### config.mk
export PLATFORM = sky130hd
export DESIGN_NAME = grg_div
export DESIGN_NICKNAME = d
export VERILOG_FILES = /design/src/grg_pkg.sv /design/src/grg_div.sv
export SDC_FILE = /design/constraint.sdc
export NUM_CORES = 2
export LEC_CHECK = 0
export ABC_AREA = 1
export BUFFER_PORTS_ARGS = -buffer_cell sky130_fd_sc_hd__buf_2
export CAP_MARGIN = 20
export CELL_PAD_IN_SITES_DETAIL_PLACEMENT = 1
export CELL_PAD_IN_SITES_GLOBAL_PLACEMENT = 1
export CORE_MARGIN = 2
export CORE_UTILIZATION = 51
export DETAILED_ROUTE_END_ITERATION = 16
export GPL_TIMING_DRIVEN = 0
export PLACE_DENSITY_LB_ADDON = 0.1
export SLEW_MARGIN = 40
export SYNTH_ARGS = -nofsm -noshare
export SYNTH_HDL_FRONTEND = slang
export SYNTH_SLANG_ARGS = --single-unit
### constraint.sdc
create_clock -name clk -period 4 [get_ports clk]
set_clock_uncertainty 0.05 [all_clocks]
set_input_delay 1 -clock clk [delete_from_list [all_inputs] [get_ports clk]]
set_output_delay 1 -clock clk [all_outputs]
set_load 0.005 [all_outputs]
### src/grg_pkg.sv
`default_nettype none

package grg_pkg;

    localparam int MAX_POINTS    = 1024;
    localparam int OUT_BITS      = 16;
    localparam int IDX_BITS      = $clog2(MAX_POINTS);
    localparam int COUNT_BITS    = 11;
    localparam int GAMMA_BITS    = 16;
    localparam int GAMMA_FRAC    = 12;
    localparam int CFG_ADDR_BITS = 3;
    localparam int FRAC_BITS     = 20;
    localparam int LOG_INT_BITS  = $clog2(IDX_BITS);
    localparam int LOG_BITS      = LOG_INT_BITS + FRAC_BITS;
    localparam int MANT_BITS     = 31;
    localparam int NUM_BITS      = LOG_BITS + GAMMA_FRAC;
    localparam int QINT_BITS     = NUM_BITS - FRAC_BITS;
    localparam int PROD_BITS     = OUT_BITS + MANT_BITS;
    localparam int Q_LIMIT       = 63 - (MANT_BITS - 1);

    localparam int LOG_STAGES = FRAC_BITS + 1;
    localparam int DIV_STAGES = NUM_BITS + 1;
    localparam int EXP_STAGES = FRAC_BITS + 3;

    localparam logic [OUT_BITS-1:0] FULL_SCALE = '1;

    typedef enum logic [CFG_ADDR_BITS-1:0] {
        REG_GAMMA_VALUE = 3'd0,
        REG_GAMMA_LOWER = 3'd1,
        REG_GAMMA_UPPER = 3'd2,
        REG_POINT_COUNT = 3'd3
    } cfg_reg_t;

    typedef enum logic [1:0] {
        KIND_NORMAL,
        KIND_ZERO,
        KIND_FULL
    } kind_t;

    typedef struct packed {
        logic  valid;
        kind_t kind;
    } side_t;

    typedef logic [MANT_BITS-1:0] root_tab_t [1:FRAC_BITS];

    function automatic logic [63:0] isqrt64(input logic [63:0] v);
        logic [63:0] res;
        logic [63:0] bitv;
        logic [63:0] x;
        res  = '0;
        bitv = 64'h4000_0000_0000_0000;
        x    = v;
        for (int i = 0; i < 32; i++) begin
            if (x >= res + bitv) begin
                x   = x - (res + bitv);
                res = (res >> 1) + bitv;
            end else begin
                res = res >> 1;
            end
            bitv = bitv >> 2;
        end
        return res;
    endfunction

    // Roots 2^(-2^-k) in Q1.30, each the truncated square root of the one before.
    function automatic root_tab_t build_roots();
        root_tab_t   tab;
        logic [63:0] r;
        r = isqrt64(64'd1 << 59);
        for (int k = 1; k <= FRAC_BITS; k++) begin
            tab[k] = r[MANT_BITS-1:0];
            r = isqrt64(r << 30);
        end
        return tab;
    endfunction

    localparam root_tab_t ROOT_TAB = build_roots();

endpackage

`default_nettype wire

### src/grg_div.sv
`default_nettype none

module grg_div
    import grg_pkg::*;
(
    input  logic                  clk,
    input  logic                  rst_n,
    input  side_t                 in_side,
    input  logic [LOG_BITS-1:0]   in_log_idx,
    input  logic [LOG_BITS-1:0]   in_log_last,
    input  logic [GAMMA_BITS-1:0] gamma,
    output side_t                 out_side,
    output logic [NUM_BITS-1:0]   out_expo
);

    side_t                 side_reg [0:NUM_BITS];
    side_t                 side_next[0:NUM_BITS];
    logic [GAMMA_BITS-1:0] rem_reg  [0:NUM_BITS];
    logic [GAMMA_BITS-1:0] rem_next [0:NUM_BITS];
    logic [NUM_BITS-1:0]   nq_reg   [0:NUM_BITS];
    logic [NUM_BITS-1:0]   nq_next  [0:NUM_BITS];

    // Restoring division, one quotient bit per stage. The word nq shifts the
    // dividend out at the top while quotient bits enter at the bottom.
    always_comb
    begin
        logic [GAMMA_BITS:0] t;
        logic                ge;
        side_next[0] = in_side;
        rem_next[0]  = '0;
        nq_next[0]   = {in_log_last - in_log_idx, GAMMA_FRAC'(0)};
        for (int k = 1; k <= NUM_BITS; k++) begin
            t  = {rem_reg[k-1], nq_reg[k-1][NUM_BITS-1]};
            ge = (t >= {1'b0, gamma});
            side_next[k] = side_reg[k-1];
            rem_next[k]  = ge ? GAMMA_BITS'(t - {1'b0, gamma}) : t[GAMMA_BITS-1:0];
            nq_next[k]   = {nq_reg[k-1][NUM_BITS-2:0], ge};
        end
    end

    always_ff @(posedge clk or negedge rst_n)
    begin
        if (!rst_n) begin
            for (int k = 0; k <= NUM_BITS; k++) begin
                side_reg[k] <= '0;
            end
        end else begin
            for (int k = 0; k <= NUM_BITS; k++) begin
                side_reg[k] <= side_next[k];
            end
        end
    end

    always_ff @(posedge clk)
    begin
        for (int k = 0; k <= NUM_BITS; k++) begin
            rem_reg[k] <= rem_next[k];
            nq_reg[k]  <= nq_next[k];
        end
    end

    assign out_side = side_reg[NUM_BITS];
    assign out_expo = nq_reg[NUM_BITS];

endmodule

`default_nettype wire

# After elaboration in Yosys (flattened, before gate mapping)
# Memories as Yosys holds them, arrays and structs flattened.
# Index checks and enable logic that the tools add are counted.
[totals]
ff_bits = 111
ram_bits = 1924
in_bits = 69
elab_cells = 185
n_memories = 2
[memory_table]
columns = ["memory", "words", "word_bits", "read_ports", "rd_ports_with_merged_regs", "wr", "line", "text"]
rows = [
  ["nq_reg", 37, 36, 37, 0, 37, "grg_div.sv:20", "logic [NUM_BITS-1:0] nq_reg [0:NUM_BITS];"],
  ["rem_reg", 37, 16, 36, 0, 37, "grg_div.sv:18", "logic [GAMMA_BITS-1:0] rem_reg [0:NUM_BITS];"],
]
[classes]
addsub = 37
n_lt_le_gt_ge = 36
mux = 36
[op_table]
columns = ["op", "count"]
rows = [
  ["$ge 17x16->1", 36],
  ["$mux 16", 36],
  ["$sub 16x16->16", 36],
  ["$sub 24x24->24", 1],
]

# Logic depth before layout (Yosys ltp)
# An unclocked memory read counts as a cell.
[logic_depth]
depth_word = 3
mapped_depth = 15
mapped_depth_nobuf = 13

# Worst setup path before layout
# No wires, ideal clock.
[synth_timing]
path_kind = "input port to flip-flop"
start = "input port gamma[2]"
end = "memory rem_reg[7][4] (netlist: rem_reg[1][52])"
setup_time_ns = 0.112
arrival_time_ns = 3.019
slack_ns = 0.819
cell_stages = 14
path_buffers = 2
path_cell_list = "inv_1 -> ha_1 -> clkbuf_2 -> nand2_1 -> nand2_1 -> nand2_1 -> nand3_1 -> nand2_1 -> nand3_1 -> nand2_2 -> nand2_4 -> buf_6 -> nand2_1 -> nand2_1"
[synth_rtl]
columns = ["element", "line", "text"]
rows = [
  ["from (decl)", "grg_div.sv:11", "input logic [GAMMA_BITS-1:0] gamma,"],
  ["to (decl)", "grg_div.sv:18", ""],
]

==> reports/qor.yml <==
synthAdderAreaFrac: 0.102
synthDistinctLibCells: 42
grt_max_degree: 74
synthMuxAreaShare: 0
critical-path-max-stage-delay_ns: 0.48
synth_most_common_cell: "nand2_1"
crit_type: "in -> reg"
drive_above_1_share: 0.0643
async_flop_share: 0.0678
dp.cells: 12900
crit_path_end_kind: "flop"
drv_cap: 0
min_delay_worst_endpoint: "nq_reg[3][181]$_DFF_P_"
cts_sinks: 1637
grt_pass1_wl_mm: 394
synth_edf_count: 0
required_ns: 4.66
drv_slew: 0
wirelength_mm: 248
fin_util: 0.577
synth_top_area_cell: "dfxtp_1"
fp.dieH_um: 396
hp-start: "nq_reg[3][144]$_DFF_P_"
antenna_found_initial: 2
start_util: 0.514
syn_area_um2: 78300
area_growth_pct: 12.1
outcome: "completed"
die_width_um: 396
rsz0062_at_grt: "false"
hpwl_mm: 180
ioPinCount: 108
setup_viol: 0
place_congestion: 0.901
arrival_ns: 4.52
insertion_delay_ns: 0.83
holdWs_ns: 0.224
fp-row-count: 143
ys_ff_latch: 1637
min_path_type: "reg -> reg"
synth_cells: 10800
hold_viol_final: 0
fp.coreArea_um2: 152000
regArea_um2: 33300
synth-compound-area-share: 0.0285
powerDensity_nw_per_um2: 812
synth_xor_area_frac: 0.0256
cpLargestDelayFamily: "buffers and inverters"
max-vdd-ir-drop_uv: 489
synth-main-ff-cell: "dfxtp_1"
die-area_um2: 157000
reg2reg_slack_ns: 1.70
synth_top_family_by_area: "simple AND/OR/NAND/NOR gates"
cp_slowest_cell: "buf_4"
cts_max_path_buffers: 3
synth_top_area_share: 0.390
post_cts_buffers: 0
path_buf_inv: 8
crit_fanout: 20
hold_depth: 0
worstSetupStartpointType: "input port"
fill_cells: 19600
r2r_start: "rem_reg[0][41]$_DFF_P_"
grt_overflow: 0
htreeDepth: 4
period_share: 0.965
grt_pass1_vias: 74100
numPortBuffers: 107
synth_common_cells: "nand2_1, inv_1, dfxtp_1"
yosysWarnings: 0
synthSimpleGateAreaFrac: 0.326
cts_tree: "yes"
grtUsageTotal: 0.314
first_iter_violations: 3635
fin_nets: 11800
max_freq_mhz: 259
worstPathCellList: "buf_6 -> buf_12 -> inv_2 -> buf_4 -> buf_2 -> buf_4 -> ha_1 -> nand2_1 -> nor2_1 -> nand3_1 -> nor2_1 -> nor2_1 -> nand2_2 -> inv_2 -> buf_6 -> nand2_1 -> nand2_1"
syn_avg_cell_area_um2: 7.27
first_pass_iters: 5
synth_fp_nets: 11500
reg2reg_depth: 12
route.vias.total: 69700
max-slew-margin-rel: 0.575
total_power_w: 0.0713
drc: 0
root_buffer: "clkbuf_16"
p_leak_nw: 48.5
multiInputGateArea_um2: 37800
synth-seq-area-share: 0.425
min_period_ns: 3.86
numCtsBuffers: 170
viasPerCell: 5.26
final_antenna_net_count: 0
r2r-end: "rem_reg[0][60]$_DFF_P_"
clk_pin_slew_worst_paths_ns: 0.06
worst_pin_slew_ns: 0.635
yosys-top-cells-area: "dfxtp_1, nand2_1, ha_1"
largest_register_ffs: 966
wire_per_inst_um: 18.7
layout.cells.non_filler: 13200
power by group:
group / internal [W] / total, W / switching [W]
combinational: 0.0105 / 0.0310 / 0.0205
sequential: 0.0213 / 0.0241 / 0.00279
clock: 0.00922 / 0.0162 / 0.00702
worst max-delay path by stage:
stage,slack [ns],endpoint,from,depth (start not counted)
floorplan,0.82,rem_reg[1][52]$_DFF_P_,gamma[2],14
global placement,-3.82,rem_reg[8][29]$_DFF_P_,gamma[1],14
detailed placement,-0.86,rem_reg[7][52]$_DFF_P_,gamma[0],17
CTS,0.23,rem_reg[7][52]$_DFF_P_,gamma[0],17
global route,0.11,rem_reg[7][54]$_DFF_P_,gamma[0],17
finish,0.14,rem_reg[7][52]$_DFF_P_,gamma[0],17
cell type report:
cell class	instances	share of cell area
sequential	1637	0.379
buffer	122	0.0108
antenna	2	0.0000570
inverter	1667	0.0724
timing repair buffer	126	0.0117
tap	2030	0.0289
clock inverter	88	0.0124
multi-input combinational	7352	0.430
clock buffer	225	0.0540
what timing repair did:
action,in CTS,in global routing
hold buffers,1,0
gates resized for setup,1,0
endpoints found under the hold margin,38,0
setup endpoints to repair,9,0
layout by cell type (no fill, tap or decap), types with 12 or more instances in the layout:
master and n:
clkbuf_16 171, dfxtp_1 1526, inv_6 23, o21a_1 18
buf_6 45, clkinvlp_4 12, o21bai_1 24, nand3b_1 102
buf_16 13, a21oi_1 342, nand3_2 20, o21ai_0 31
nand4_1 141, or2_2 22, fa_1 35, clkbuf_1 29
clkbuf_8 26, nand2_1 4252, nor3_1 128, nor2_1 462
nand2_2 47, nand2_4 30, clkinv_2 30, xnor2_1 60
ha_1 584, buf_2 155, nand3_1 809, inv_1 1638
buf_4 13, nor2_4 18, xor2_1 169, nor2_2 23
dfrtp_1 111
through the flow:
step / cell area [um^2] / setup slack (ns) / setup TNS, ns
6_report: 87800 / 0.138 / 0
3_3_place_gp: 81400 / -3.82 / -2078.84
5_1_grt: 87800 / 0.105 / 0
3_5_place_dp: 82000 / -0.861 / -107.05
4_1_cts: 87800 / 0.229 / 0
2_1_floorplan: 78300 / 0.819 / 0
cells by family after synthesis:
family                   Yosys count
AND/OR/NAND/NOR                 6082
buffers and inverters           1789
flip-flops                      1637
adder cells (fa/ha/maj)          619
AO/OA/AOI/OAI                    422
XOR/XNOR                         229
per-layer routing:
layer  vias to the layer above  GRT usage  wire (um)
met4                         0      0.137      11100
met5                         -          0          0
met3                       626     0.0401      10300
met1                     33500      0.382     106000
li1                      34000          -          -
met2                      1552      0.553     121000
worst reg2reg max path: cells and delay by family (launching register included):
kind,cells,cell delay (ns)
fa+ha+maj,1,0.41
flops,1,0.34
buf+inv,2,0.31
simple gates,9,1.13
(Power assumes the default switching activity.)
